==> config.mk <==
export PLATFORM = sky130hd
export DESIGN_NAME = dspm_mulmod
export DESIGN_NICKNAME = d
export VERILOG_FILES = /design/src/rtl/core/dspm_pkg.sv /design/src/rtl/core/dspm_mulmod.sv
export SDC_FILE = /design/constraint.sdc
export NUM_CORES = 2
export LEC_CHECK = 0
export ABC_CLOCK_PERIOD_IN_PS = 8600
export BUFFER_PORTS_ARGS = -buffer_cell sky130_fd_sc_hd__buf_2
export CORE_AREA = 2 2 313 315
export CTS_BUF_LIST = sky130_fd_sc_hd__clkbuf_16
export DETAILED_ROUTE_END_ITERATION = 6
export DIE_AREA = 0 0 315 317
export PLACE_DENSITY_LB_ADDON = 0.2
export SLEW_MARGIN = 20
export SYNTH_ARGS = -nofsm -noshare
export SYNTH_HDL_FRONTEND = slang
export SYNTH_SLANG_ARGS = --single-unit
==> constraint.sdc <==
create_clock -name clk_i -period 8.6 [get_ports clk_i]
set_input_delay 0.43 -clock clk_i [delete_from_list [all_inputs] [get_ports clk_i]]
set_output_delay 0.43 -clock clk_i [all_outputs]
set_load 0.05 [all_outputs]
==> src/rtl/core/dspm_pkg.sv <==
`default_nettype none

package dspm_pkg;

  // field and lane widths
  localparam int unsigned RES_W      = 30;
  localparam int unsigned WIDE_W     = 63;
  localparam int unsigned MULT_W     = 6;
  localparam int unsigned LANES      = 3;
  localparam int unsigned FOLD_STEPS = 3;

  // prime modulus and the exponents derived from it
  localparam logic [RES_W-1:0] MOD       = 30'd1000000007;
  localparam logic [RES_W-1:0] MOD_PHI   = MOD - 30'd1;
  localparam logic [RES_W-1:0] MOD_INV_E = MOD - 30'd2;

  // barrett reciprocal floor(2^60 / MOD)
  localparam logic [63:0] MU_WIDE = (64'd1 << 60) / {34'd0, MOD};
  localparam logic [30:0] MU      = MU_WIDE[30:0];

  // destination of a modular product during exponentiation
  typedef enum logic [1:0] {
    DST_ACC_A,
    DST_BASE_A,
    DST_ACC_B,
    DST_BASE_B
  } mm_dst_e;

  typedef struct packed {
    mm_dst_e dst;
    logic    wr;
  } mm_tag_t;

endpackage

`default_nettype wire

==> src/rtl/core/dspm_mulmod.sv <==
`default_nettype none

module dspm_mulmod import dspm_pkg::*; (
  input  logic             clk_i,
  input  logic             rst_ni,
  input  logic             valid_i,
  input  logic [RES_W-1:0] a_i,
  input  logic [RES_W-1:0] b_i,
  input  mm_tag_t          tag_i,
  output logic             valid_o,
  output logic [RES_W-1:0] res_o,
  output mm_tag_t          tag_o
);

  localparam logic [31:0] MOD_X1 = {2'b00, MOD};
  localparam logic [31:0] MOD_X2 = {1'b0, MOD, 1'b0};

  logic [3:0]       vld_q;
  mm_tag_t          tag_q [4];
  logic [59:0]      prod1_d, prod1_q;
  logic [61:0]      q2_d, q2_q;
  logic [31:0]      plo2_q, plo3_q;
  logic [60:0]      t3_full;
  logic [31:0]      t3_q;
  logic [31:0]      rem_raw;
  logic [RES_W-1:0] res_d, res_q;

  // stage 1: full product
  assign prod1_d = 60'(a_i) * 60'(b_i);

  // stage 2: quotient estimate from the top bits
  assign q2_d = 62'(prod1_q[59:29]) * 62'(MU);

  // stage 3: estimate times modulus, low word only
  assign t3_full = 61'(q2_q[61:31]) * 61'(MOD);

  // stage 4: remainder lies below three moduli, fix it up
  assign rem_raw = plo3_q - t3_q;

  always_comb begin
    if (rem_raw >= MOD_X2) begin
      res_d = RES_W'(rem_raw - MOD_X2);
    end else if (rem_raw >= MOD_X1) begin
      res_d = RES_W'(rem_raw - MOD_X1);
    end else begin
      res_d = rem_raw[RES_W-1:0];
    end
  end

  // stage valid bits
  always_ff @(posedge clk_i or negedge rst_ni) begin
    if (!rst_ni) begin
      vld_q <= '0;
    end else begin
      vld_q <= {vld_q[2:0], valid_i};
    end
  end

  // stage payload
  always_ff @(posedge clk_i) begin
    tag_q[0] <= tag_i;
    tag_q[1] <= tag_q[0];
    tag_q[2] <= tag_q[1];
    tag_q[3] <= tag_q[2];
    prod1_q  <= prod1_d;
    q2_q     <= q2_d;
    plo2_q   <= prod1_q[31:0];
    t3_q     <= t3_full[31:0];
    plo3_q   <= plo2_q;
    res_q    <= res_d;
  end

  assign valid_o = vld_q[3];
  assign res_o   = res_q;
  assign tag_o   = tag_q[3];

endmodule

`default_nettype wire

# Yosys cells after proc, flatten, opt, wreduce, memory -nomap -nowiden
# Memories as Yosys holds them, arrays and structs flattened.
# Index checks and enable logic that the tools add are counted.
# op_classes
addsub,3
order_cmp,2
mux,2
mul,3
# ops
operator,n
$mul 30x30->60,1
$mux 30,2
$sub 30x30->30 const B,2
$mul 31x28->59 const B,1
$ge 32x30->1 const B,1
$ge 32x31->1 const B,1
$mul 31x30->32 const B,1
$sub 32x32->32,1
# totals
ramBits,12
reg_bits,249
inputBits,66
out_inout_bits,34
memories,1
# mem_list
memory,words,width,rd,rd_clocked_by_memory_dff,write_ports,line_no,text
tag_q,4,3,4,0,4,dspm_mulmod.sv:19,mm_tag_t tag_q [4];

# Logic depth before layout (Yosys ltp)
# depth
ltp_word,4
ltp_mapped,32
mapped_depth_nobuf,31

# Worst setup path after synthesis
# Ideal clock, no wire load.
# synth_timing
kind,input-to-reg
startpoint,in b_i[3]
endpoint,reg prod1_q[57]
n_path_buf,1
setup_ps,72
path_stages,28
setup_slack_ps,850
t_arrival_ps,7678
required_ps,8528
path_cell_list,clkbuf_1 and2_1 fa_1 fa_1 fa_1 inv_1 fa_1 inv_1 fa_1 fa_1 fa_1 inv_1 fa_1 inv_1 ha_1 and3_1 o211a_1 o21ai_0 nand3b_1 a221oi_1 o21ai_0 a22o_1 o41ai_1 o221a_2 a2bb2oi_1 o21ai_0 a211oi_1 xnor2_1
# synth_between
elab_chain_cells,1
# synth_lines
item,line_no,text
"start, declared",dspm_mulmod.sv:8,"input logic [RES_W-1:0] b_i,"
$mul 30x30->60,dspm_mulmod.sv:29,assign prod1_d = 60'(a_i) * 60'(b_i);
net prod1_d[57],dspm_mulmod.sv:20,"logic [59:0] prod1_d, prod1_q;"
"end signal, assigned",dspm_mulmod.sv:65,prod1_q <= prod1_d;
"end, declared",dspm_mulmod.sv:20,
# The timed path passes the listed nets, and every way through them passes these cells.

# Worst setup path in the final report
# layout_timing
startpoint,in b_i[3]
endpoint,reg prod1_q[56]
# Same word-level chain as after synthesis.

==> run metrics <==
outcome=completed; Crit path arrival time=8.67 ns; htree depth=1; Initial Utilization=0.595; number of gates resized after CTS=0; library cells used by synthesis=84; part of the Yosys area used for sequential elements=0.0817; actual slew at the worst max-slew pin=0.882 ns; library cell used as clock root buffer=sky130_fd_sc_hd__clkbuf_16; net count reported at finish=8,095; combined global-route utilization of all metal layers=0.293; Clock Sinks=233; wire length of the first global-routing pass=228,000 µm; largest fanout of any net on the critical path=20; required time at the worst-slack endpoint=9.05 ns; Yosys warnings=0; post-synthesis area per instance=9.63 µm²; Setup Total Neg Slack=0 ns; final hold violations=0; post-detailed-route DRC marker count=0; Hold Crit Class=input pin to async pin; cell count of the worst reg-to-reg path=24; category of the most critical setup path=input pin to flip-flop; number of synthesized flops with an enable pin=0; pre-CTS WS=-0.175 ns; cell type contributing the most total cell area after synthesis=sky130_fd_sc_hd__fa_1; Crit. End Element=flip-flop; count of hold buffers inserted by post-cts repair=5; top-level port count=100; RSZ-0062 raised after global routing=no; CTS tree=done; Placeable Area=96,300 µm²; number of buffers between clock root and the deepest sink=3; Max Clk Rate=122 MHz; Synth top cells by count=1,505 x sky130_fd_sc_hd__inv_1, 1,224 x sky130_fd_sc_hd__fa_1, 796 x sky130_fd_sc_hd__ha_1, 546 x sky130_fd_sc_hd__and2_1, 447 x sky130_fd_sc_hd__nand2_1; post-layout minimum cycle time=8.22 ns; top flip-flop cell by instance count after synthesis=sky130_fd_sc_hd__dfxtp_1; Syn Nets=8,038; Total Routed Length=141,000 µm; top cells by area in the synthesized netlist=sky130_fd_sc_hd__fa_1 43%, sky130_fd_sc_hd__ha_1 17%, sky130_fd_sc_hd__inv_1 9.9%; Rel. slew slack=0.406; count of antenna-violating nets left after detailed routing=0; count of port buffers added during placement=99; CTS buffer count=25; Horiz. Die Dim=315 µm; total via count in the routed design=39,816; average vias per placed instance=5.45; Max Cap Violations=0; Clock Skew=0.0289 ns; cell count after synthesis=5,952; fraction of registers with async set or reset after synthesis=0.0172; count of final setup violators=0; aggregate global routing overflow=0; dominant cell by count in the synthesized netlist=sky130_fd_sc_hd__inv_1; number of buffers inserted to repair setup after CTS=0; share of post-route cells with drive strength above 1=0.0496; pin count of the biggest net entering global routing=37; netlist area before placement=57,300 µm²; register clock-pin slew on the reported worst setup and hold paths=0.07 ns; Area growth syn-to-layout=5.57%; Post-DP HPWL=121,000 µm; number of antenna violations at the first check in global routing=1; later-pin clock latency in the skew report=0.57 ns; fraction of the cycle the final worst path needs=0.956; Synth top area share=0.427; Synth Register Bits=233; final RePlAce weighted congestion=0.956; kind of start point of the critical path=input pin; Initial DRT Pass Iterations=6; row cnt=114; Pins Over Slew Limit=0; number of violations reported at the end of detailed-routing iteration 0=2,845; overall die area=99,900 µm²; Chip Height=317 µm; number of global-route vias before repair=42,303; average wire per standard cell=19.3 µm; final setup slack of the worst path=0.380 ns
-- stage by stage --
stage / hold slack [ns] / cells / util / instance area, µm²
finish: 0.203 / 7301 / 0.629 / 60500
global route: 0.212 / 7299 / 0.629 / 60500
global placement: 0.237 / 7253 / 0.620 / 59700
floorplan: 0.134 / 5952 / - / 57300
CTS: 0.186 / 7299 / 0.629 / 60500
detailed placement: 0.240 / 7253 / 0.620 / 59700
-- per-layer routing --
metal,share of wire,global-route usage
met5,0.000092,0
met4,0.021,0.0587
met3,0.084,0.0515
met2,0.45,0.462
met1,0.45,0.429
-- final cells by class --
type                    instances  area (µm²)
diodes                          2        5.00
clock buffers                  25         626
clock inverters                16         170
fillers                      8009       35800
inverters                    1506        5650
multi-input cells            4004       46200
flip-flops and latches        233        4680
well taps                    1276        1600
repair buffers                239        1610
-- path summary, 6_finish.rpt --
path                                startpoint                   to  slack (ns)
min reg2reg                 plo2_q[23]$_DFF_P_   plo3_q[23]$_DFF_P_        0.32
min                                     rst_ni   vld_q[0]$_DFF_PN0_        0.20
min in group clk_i          plo2_q[23]$_DFF_P_   plo3_q[23]$_DFF_P_        0.32
max in group asynchronous               rst_ni   vld_q[3]$_DFF_PN0_        8.27
max                                     b_i[3]  prod1_q[56]$_DFF_P_        0.38
max reg2reg                prod1_q[47]$_DFF_P_     q2_q[58]$_DFF_P_        0.73
-- sequential cells by signal (all words and copies together), names as in the netlist --
register / flops
prod1_q: 60
plo2_q: 32
plo3_q: 32
t3_q: 32
q2_q: 31
res_o: 30
tag_q: 12
vld_q: 4
-- worst max-delay path, stage by stage --
cell and delay (ns):
sky130_fd_sc_hd__buf_2 0.37, sky130_fd_sc_hd__and2_1 0.22, sky130_fd_sc_hd__fa_1 0.42, sky130_fd_sc_hd__fa_1 0.49
sky130_fd_sc_hd__fa_1 0.51, sky130_fd_sc_hd__inv_1 0.05, sky130_fd_sc_hd__fa_1 0.47, sky130_fd_sc_hd__inv_1 0.05
sky130_fd_sc_hd__fa_1 0.50, sky130_fd_sc_hd__fa_1 0.51, sky130_fd_sc_hd__fa_1 0.49, sky130_fd_sc_hd__inv_1 0.05
sky130_fd_sc_hd__fa_1 0.50, sky130_fd_sc_hd__inv_1 0.05, sky130_fd_sc_hd__ha_1 0.33, sky130_fd_sc_hd__and3_1 0.20
sky130_fd_sc_hd__and3_1 0.24, sky130_fd_sc_hd__nand4_1 0.21, sky130_fd_sc_hd__a2111oi_0 0.53, sky130_fd_sc_hd__nor3_1 0.18
sky130_fd_sc_hd__a31o_2 0.28, sky130_fd_sc_hd__o31a_1 0.34, sky130_fd_sc_hd__a211oi_1 0.31, sky130_fd_sc_hd__nor2_1 0.11
sky130_fd_sc_hd__a31oi_1 0.22, sky130_fd_sc_hd__and2_1 0.17, sky130_fd_sc_hd__o21ai_0 0.08, sky130_fd_sc_hd__a221oi_1 0.35
-- cell usage in the layout (no fill, tap or decap), drive strengths merged, types with 19 or more instances in the layout --
| cell | n |
|---|---|
| inv | 1510 |
| xor2 | 44 |
| a21oi | 153 |
| o21ai | 83 |
| dfxtp | 229 |
| buf | 234 |
| and3 | 19 |
| a31oi | 22 |
| xnor2 | 142 |
| nor2 | 86 |
| nor2b | 21 |
| and2 | 546 |
| fa | 1224 |
| nand2 | 447 |
| a21o | 75 |
| nor3 | 24 |
| nand4 | 24 |
| ha | 796 |
| nand3 | 53 |
| o21bai | 24 |
| clkbuf | 25 |
-- cell families (layout without fill, tap and decap cells) --
| logic type | Yosys count | in the layout | share of synthesized area |
|---|---|---|---|
| AOI/OAI and AO/OA | 510 | 510 | 0.0593 |
| xor gates and xnor gates | 186 | 186 | 0.0284 |
| adders and majority gates | 2020 | 2020 | 0.601 |
| buffers and inverters | 1715 | 1786 | 0.113 |
| DFF | 233 | 233 | 0.0817 |
| muxes | 3 | 3 | 0.000524 |
| other | 0 | 2 | 0 |
| and+or+nand+nor | 1285 | 1285 | 0.116 |
Power is not shown: default switching activity piles up to over one toggle a cycle in this logic, so the estimate is an artifact.
