===== src/rtl/core/dspm_pkg.sv =====
`default_nettype none

package dspm_pkg;

  // field and lane widths
  localparam int unsigned RES_W      = 30;
  localparam int unsigned WIDE_W     = 63;
  localparam int unsigned MULT_W     = 6;
  localparam int unsigned LANES      = 3;
  localparam int unsigned FOLD_STEPS = 3;

  // prime modulus and the exponents derived from it
  localparam logic [RES_W-1:0] MOD       = 30'd1000000007;
  localparam logic [RES_W-1:0] MOD_PHI   = MOD - 30'd1;
  localparam logic [RES_W-1:0] MOD_INV_E = MOD - 30'd2;

  // barrett reciprocal floor(2^60 / MOD)
  localparam logic [63:0] MU_WIDE = (64'd1 << 60) / {34'd0, MOD};
  localparam logic [30:0] MU      = MU_WIDE[30:0];

  // destination of a modular product during exponentiation
  typedef enum logic [1:0] {
    DST_ACC_A,
    DST_BASE_A,
    DST_ACC_B,
    DST_BASE_B
  } mm_dst_e;

  typedef struct packed {
    mm_dst_e dst;
    logic    wr;
  } mm_tag_t;

endpackage

`default_nettype wire


===== src/rtl/core/dspm_fold.sv =====
`default_nettype none

module dspm_fold import dspm_pkg::*; (
  input  logic                         clk_i,
  input  logic                         load_i,
  input  logic                         en_i,
  input  logic [LANES-1:0][WIDE_W-1:0] val_i,
  output logic [LANES-1:0][RES_W-1:0]  rem_o
);

  // top lane reduces by the group order, the others by the prime
  localparam logic [LANES-1:0][RES_W-1:0] LANE_MOD = {MOD_PHI, MOD, MOD};

  logic [LANES-1:0][WIDE_W-1:0] sh_d, sh_q;
  logic [LANES-1:0][RES_W-1:0]  rem_d, rem_q;
  logic [RES_W-1:0]             step_r;

  // shift one bit into the remainder, subtract once
  function automatic logic [RES_W-1:0] fold_step(input logic [RES_W-1:0] r,
                                                 input logic             b,
                                                 input logic [RES_W-1:0] m);
    logic [RES_W:0] t;
    t = {r, b};
    if (t >= {1'b0, m}) begin
      t = t - {1'b0, m};
    end
    return t[RES_W-1:0];
  endfunction

  // several msb-first bits per cycle on each lane
  always_comb begin
    step_r = '0;
    for (int l = 0; l < LANES; l++) begin
      step_r = rem_q[l];
      for (int s = 0; s < FOLD_STEPS; s++) begin
        step_r = fold_step(step_r, sh_q[l][WIDE_W-1-s], LANE_MOD[l]);
      end
      rem_d[l] = step_r;
      sh_d[l]  = sh_q[l] << FOLD_STEPS;
    end
  end

  always_ff @(posedge clk_i) begin
    if (load_i) begin
      sh_q  <= val_i;
      rem_q <= '0;
    end else if (en_i) begin
      sh_q  <= sh_d;
      rem_q <= rem_d;
    end
  end

  assign rem_o = rem_q;

endmodule

`default_nettype wire


===== config.mk =====
export PLATFORM = sky130hd
export DESIGN_NAME = dspm_fold
export DESIGN_NICKNAME = d
export VERILOG_FILES = /design/src/rtl/core/dspm_pkg.sv /design/src/rtl/core/dspm_fold.sv
export SDC_FILE = /design/constraint.sdc
export NUM_CORES = 1
export LEC_CHECK = 0
export BUFFER_PORTS_ARGS = -buffer_cell sky130_fd_sc_hd__buf_2
export CAP_MARGIN = 20
export CELL_PAD_IN_SITES_DETAIL_PLACEMENT = 1
export CELL_PAD_IN_SITES_GLOBAL_PLACEMENT = 1
export CORE_UTILIZATION = 35
export CTS_CLUSTER_DIAMETER = 80
export DETAILED_ROUTE_END_ITERATION = 8
export GPL_ROUTABILITY_DRIVEN = 1
export PLACE_DENSITY = 0.73
export SLEW_MARGIN = 25
export SYNTH_ARGS = -nofsm -noshare
export SYNTH_HDL_FRONTEND = slang
export SYNTH_SLANG_ARGS = --single-unit
export TNS_END_PERCENT = 5

===== constraint.sdc =====
create_clock -name clk_i -period 8.2 [get_ports clk_i]
set_input_delay 0.82 -clock clk_i [delete_from_list [all_inputs] [get_ports clk_i]]
set_output_delay 0.82 -clock clk_i [all_outputs]
set_load 0.1 [all_outputs]

== After elaboration in Yosys (flattened, before gate mapping) ==
Index checks and enable logic that the tools add are counted.

* Reductions and logical operators: 1
* Add/sub/neg operators: 9
* Magnitude comparators: 9
* Multiplexer cells: 11

{| class="wikitable"
|+ Operators by type and width
! operator !! number
|-
| $mux W189 || 2
|-
| $ge A31 B30 Y1 const B || 9
|-
| $mux W30 || 9
|-
| $sub A30 B30 Y30 const B || 9
|-
| $reduce_bool A2 Y1 || 1
|}

* Output and inout bits: 90
* Logic and storage cells: 36
* Input bits: 192
* Register bits after elaboration: 279

== Logic depth before layout (Yosys ltp) ==
* Depth after elaboration: 6
* Mapped depth: 33

== Worst setup path after synthesis ==
No wires, ideal clock.

* Path kind: register to register
* From: reg rem_q (netlist bit rem_o[23])
* To: reg rem_q (netlist bit rem_o[4])
* Setup time: 383 ps
* Cell stages (with the launch flop): 33
* Required time: 7817 ps
* Clock period less this slack: 7511 ps
* Setup slack: 689 ps
* Data arrival time: 7129 ps
* Cells stage by stage: dfxtp_1 buf_2 and3_1 nand3_1 or4_1 clkbuf_1 a21oi_1 buf_2 nor2_1 xnor2_1 ha_1 and2_1 nand3_1 or4_1 a32oi_1 nand4_1 o31ai_2 nor3_4 buf_4 buf_2 buf_1 xnor2_1 ha_1 and2_1 nand2_1 o21ai_0 o211a_1 o2111ai_1 and2_1 buf_2 or3_1 xnor2_1 o22ai_1

* Longest elaborated chain between the ends: 6
* Elaborated cells on any way between the ends: 9

{| class="wikitable"
|+ RTL lines
! item !! line !! source
|-
| start: declaration || dspm_fold.sv:15 || <nowiki>logic [LANES-1:0][RES_W-1:0] rem_d, rem_q;</nowiki>
|-
| start signal: assignment || dspm_fold.sv:49 || <nowiki>rem_q <= rem_d;</nowiki>
|-
| $sub A30 B30 Y30 / $ge A31 B30 Y1 (equally long branches) || dspm_fold.sv:25, dspm_fold.sv:24 ||
|-
| $mux W30 (*) || dspm_fold.sv:24 || <nowiki>if (t >= {1'b0, m}) begin</nowiki>
|-
| $ge A31 B30 Y1 / $sub A30 B30 Y30 (equally long branches) || dspm_fold.sv:24, dspm_fold.sv:25 ||
|-
| $mux W30 (*) || dspm_fold.sv:24 ||
|-
| $sub A30 B30 Y30 / $ge A31 B30 Y1 (equally long branches) || dspm_fold.sv:25, dspm_fold.sv:24 ||
|-
| $mux W30 (*) || dspm_fold.sv:24 ||
|}

Every way passes the cells marked *; elsewhere a longest branch is shown, timed or not.
A chain may end at the register's enable or synchronous reset.

== Worst setup path in the final report ==
* From: reg rem_q (netlist bit rem_o[76])
* To: reg rem_q (netlist bit rem_o[78])

Same word-level chain as after synthesis.

==> metrics.log <==
INFO  metric clkTransAtPathRegs = 0.06 ns
INFO  metric final_routed_wire_length_divided_by_cell_count = 22.73 um
INFO  metric maxClockFrequency = 130.2 MHz
INFO  metric worst_ir_drop_vdd = 200.5 uV
INFO  metric clkSinkCount = 279
INFO  metric std_cell_rows = 94
INFO  metric worstMarginPinSlew = 1.143 ns
INFO  metric post-layout-total-power = 4.862 mW
INFO  metric firstDrtPassIters = 5
INFO  metric max-clock-path-buffers = 3
INFO  metric grt_antenna_before_repair = 4
INFO  metric postRouteAntennaNets = 0
INFO  metric port_buffers = 281
INFO  metric drt_iter0_drc = 1670
INFO  metric dieHeight = 260.3 um
INFO  metric route.detailed.vias_per_inst = 5.992
INFO  metric grt_use_total = 0.2429
INFO  metric syn_inst = 2651
INFO  metric synth_area_per_cell = 8.807 um^2
INFO  metric pin_count = 282
INFO  metric clock-root-buffer = clkbuf_16
INFO  metric p_comb_frac = 0.312
INFO  metric cap_viol_max_count = 0
INFO  metric vias = 22410
INFO  metric worstSetupPathType = flip-flop to flip-flop
INFO  metric run_status = finished clean
INFO  metric synth_seq_cells = 279
INFO  metric timing.final.hold_violations = 0
INFO  metric cts_post_setup_buffers_inserted = 0
INFO  metric yosys_warnings = 0
INFO  metric finalSetupViolCount = 0
INFO  metric count_of_distinct_cell_types_in_the_synthesized_netlist = 119
INFO  metric critPathArrivalTime = 8.10 ns
INFO  metric clock_tree.htree_level_count = 2
INFO  metric ys_dominant_reg_cell = edfxtp_1
INFO  metric synth_sequential_area_ratio = 0.3202
INFO  metric final.period_utilization = 0.9367
INFO  metric area_growth = 14.29%
INFO  metric grt_max_degree = 179
INFO  metric gp_congestion = 0.9444
INFO  metric pwr-share-clk = 0.318
INFO  metric critPathRequiredTime = 8.62 ns
INFO  metric synth_async_sr_flop_share = 0
INFO  metric slew_headroom = 0.2309
INFO  metric switchingPower = 1.815 mW
INFO  metric detail_route.drc_violations = 0
INFO  metric slew_viol_final = 0
INFO  metric area_of_the_mapped_netlist = 23350 um^2
INFO  metric clock_skew = 0.02540 ns
INFO  metric synth_enable_flop_cells = 189
INFO  metric floorplan.die_area = 67750 um^2
INFO  metric core_area = 65860 um^2
INFO  metric globalRouteOverflowTotal = 0
INFO  metric die_x = 260.3 um
INFO  metric cts_inserted_buffers = 36
INFO  metric final-instance-count-excl-fill = 3739
INFO  metric leakagePower = 9.620 nW
INFO  metric dp.cells = 3672
INFO  metric setup.worst_path.end_class = flip-flop
INFO  metric final.fill_count = 7731
INFO  metric initial_utilization = 0.3545
INFO  metric clock_insertion_delay_at_the_later_pin_of_the_skew_report = 0.56 ns
INFO  metric cts_tree = done
INFO  metric first_global_vias = 23110
INFO  metric postCtsHoldBufs = 0
INFO  metric power.share.switching = 0.3734
INFO  metric hold_path.class = flip-flop to flip-flop
INFO  metric detail_route.wirelength = 84.98 mm
INFO  metric grt_first_pass_wirelength = 131.6 mm
INFO  metric power_frac_seq = 0.370
INFO  metric detailedPlacementHpwl = 63.44 mm
INFO  metric p_int = 3.046 mW
INFO  metric fin_nets = 3047
INFO  metric worst-path-max-fanout = 15
INFO  metric post_cts.resized_instances = 0
INFO  metric synthesis.nets = 2852
INFO  metric grt_setup_unrepaired = no
INFO  metric pwr_density_cell = 182.2 nW/um^2
INFO  metric whs = 0.5371 ns
INFO  metric finalWorstPathRequiredPeriod = 7.681 ns
INFO  metric layout-drive-gt1-share = 0.2367
INFO  metric critical_path.startpoint_type = flip-flop
INFO  metric timing.setup.tns = 0 ns
-- metal layers --
layer | share of wire | up-vias | global-route usage
li1 | - | 10400 | -
met1 | 0.43 | 11180 | 0.3088
met2 | 0.48 | 676 | 0.4167
met3 | 0.056 | 152 | 0.03934
met4 | 0.030 | 2 | 0.08008
met5 | 0.00020 | - | 0
-- stage by stage --
stage | utilization | area (um^2) | worst slack (ns)
4_1_cts | 0.4050 | 26670 | 0.6580
2_1_floorplan | - | 23350 | 0.6885
6_report | 0.4052 | 26690 | 0.5187
5_1_grt | 0.4051 | 26680 | 0.1084
3_5_place_dp | 0.3878 | 25540 | 0.6804
3_3_place_gp | 0.3877 | 25530 | 0.8307
-- cells in the final DEF, fill, tap and decap left out, types with 28 or more instances in the layout --
cell type / synthesis / final
buf_2: 32 / 279
nand2_1: 238 / 238
nor2_1: 228 / 227
mux2_2: 190 / 190
edfxtp_1: 189 / 189
xnor2_1: 179 / 179
a21oi_1: 128 / 127
o21ai_0: 127 / 127
dfxtp_1: 90 / 90
nand3_1: 72 / 72
nor3_1: 70 / 70
xor2_1: 68 / 68
buf_4: 8 / 58
a211oi_1: 51 / 51
inv_1: 47 / 46
and2_1: 45 / 45
clkbuf_16: 0 / 36
or3_1: 35 / 35
a31oi_1: 35 / 34
o211ai_1: 32 / 32
nor4_1: 30 / 30
mux2i_1: 28 / 28
-- kinds of logic (layout without fill, tap and decap cells) --
| group | Yosys count | after routing | share of synthesized area |
|---|---|---|---|
| AND/OR/NAND/NOR | 930 | 930 | 0.2070 |
| flip-flops | 279 | 279 | 0.3202 |
| multiplexers | 219 | 219 | 0.1043 |
| adder cells (fa/ha/maj) | 10 | 10 | 0.005252 |
| other | 0 | 2 | 0 |
| buffers and inverters | 229 | 451 | 0.04207 |
| XOR/XNOR | 250 | 250 | 0.09474 |
| AO/OA/AOI/OAI | 734 | 734 | 0.2265 |
-- path summary, 6_finish.rpt --
check              end      start  slack, ns  depth (start not counted)
max          rem_o[78]  rem_o[76]       0.52                         23
min          sh_d[123]  sh_d[120]       0.54                          1
max reg2reg  rem_o[78]  rem_o[76]       0.52                         23
min reg2reg  sh_d[123]  sh_d[120]       0.54                          1
-- cells in the mapped netlist (9+ instances only) --
library cell	number	area share
nand4_1	20	0.0054
nand3b_1	17	0.0055
o21bai_1	9	0.0029
and2_1	45	0.012
mux2_2	190	0.092
o21ai_1	19	0.0041
inv_1	47	0.0076
buf_2	32	0.0069
or3_1	35	0.0094
or4_1	18	0.0058
dfxtp_1	90	0.077
a21boi_0	9	0.0029
a21o_1	26	0.0084
a32oi_1	10	0.0038
o21ai_0	127	0.027
ha_1	9	0.0048
nor4_1	30	0.0080
o32ai_1	9	0.0034
a21oi_1	128	0.027
nor3_1	70	0.015
nor2b_1	16	0.0043
a211oi_1	51	0.016
o211a_1	10	0.0043
nand2b_1	25	0.0067
mux2i_1	28	0.012
a2111oi_0	9	0.0034
a31oi_1	35	0.0094
clkbuf_1	127	0.020
edfxtp_1	189	0.24
nand2_1	238	0.038
nor3b_1	9	0.0029
a22oi_1	10	0.0032
o22ai_1	21	0.0056
and3_1	17	0.0046
a311oi_1	27	0.010
a211o_1	12	0.0045
or2_2	19	0.0051
nand3_1	72	0.015
xor2_1	68	0.026
o21a_1	24	0.0077
nor2_1	228	0.037
o31ai_1	24	0.0077
o2111ai_1	15	0.0056
xnor2_1	179	0.067
o211ai_1	32	0.010
-- critical path: stages (launching register included) --
cell and delay, ns:
dfxtp_1 0.69, nand3_1 0.22, nor4_2 0.63, nand4_1 0.40
and3_1 0.35, xnor2_1 0.33, ha_1 0.36, a2111o_1 0.15
a21o_1 0.09, mux2i_1 0.06, buf_4 0.18, nor2_1 0.17
o21ai_2 0.12, o31a_2 0.42, nor2b_2 0.42, nor2_2 0.18
buf_4 0.21, o221a_4 0.30, nor4_4 0.38, nor2_2 0.10
nor4_4 0.56, o21a_1 0.69, a211oi_1 0.20, a211o_1 0.35
-- registers in the layout, summed over array words and instances (netlist names) --
signal  flops
sh_q        9
rem_o      90
sh_d      180
-- power by group through the flow --
stage,Clock [mW],Combinational (mW),Sequential [mW]
2_1_floorplan,0,0.919,2.00
3_3_place_gp,0,1.46,1.82
3_5_place_dp,0,1.50,1.83
4_1_cts,1.59,1.51,1.80
5_1_grt,1.63,1.63,1.82
6_report,1.55,1.52,1.80
-- cell type report --
class | count | area [um^2] | area share
Multi-Input combinational cell | 2143 | 14940 | 0.5599
Sequential cell | 279 | 7477 | 0.2802
Timing Repair Buffer | 339 | 1867 | 0.06995
Tap cell | 864 | 1081 | 0.04051
Clock buffer | 41 | 919.6 | 0.03446
Clock inverter | 24 | 211.5 | 0.007924
Inverter | 47 | 183.9 | 0.006892
Antenna cell | 2 | 5.005 | 0.0001875
Note: power is estimated with default switching activity, not from simulation.
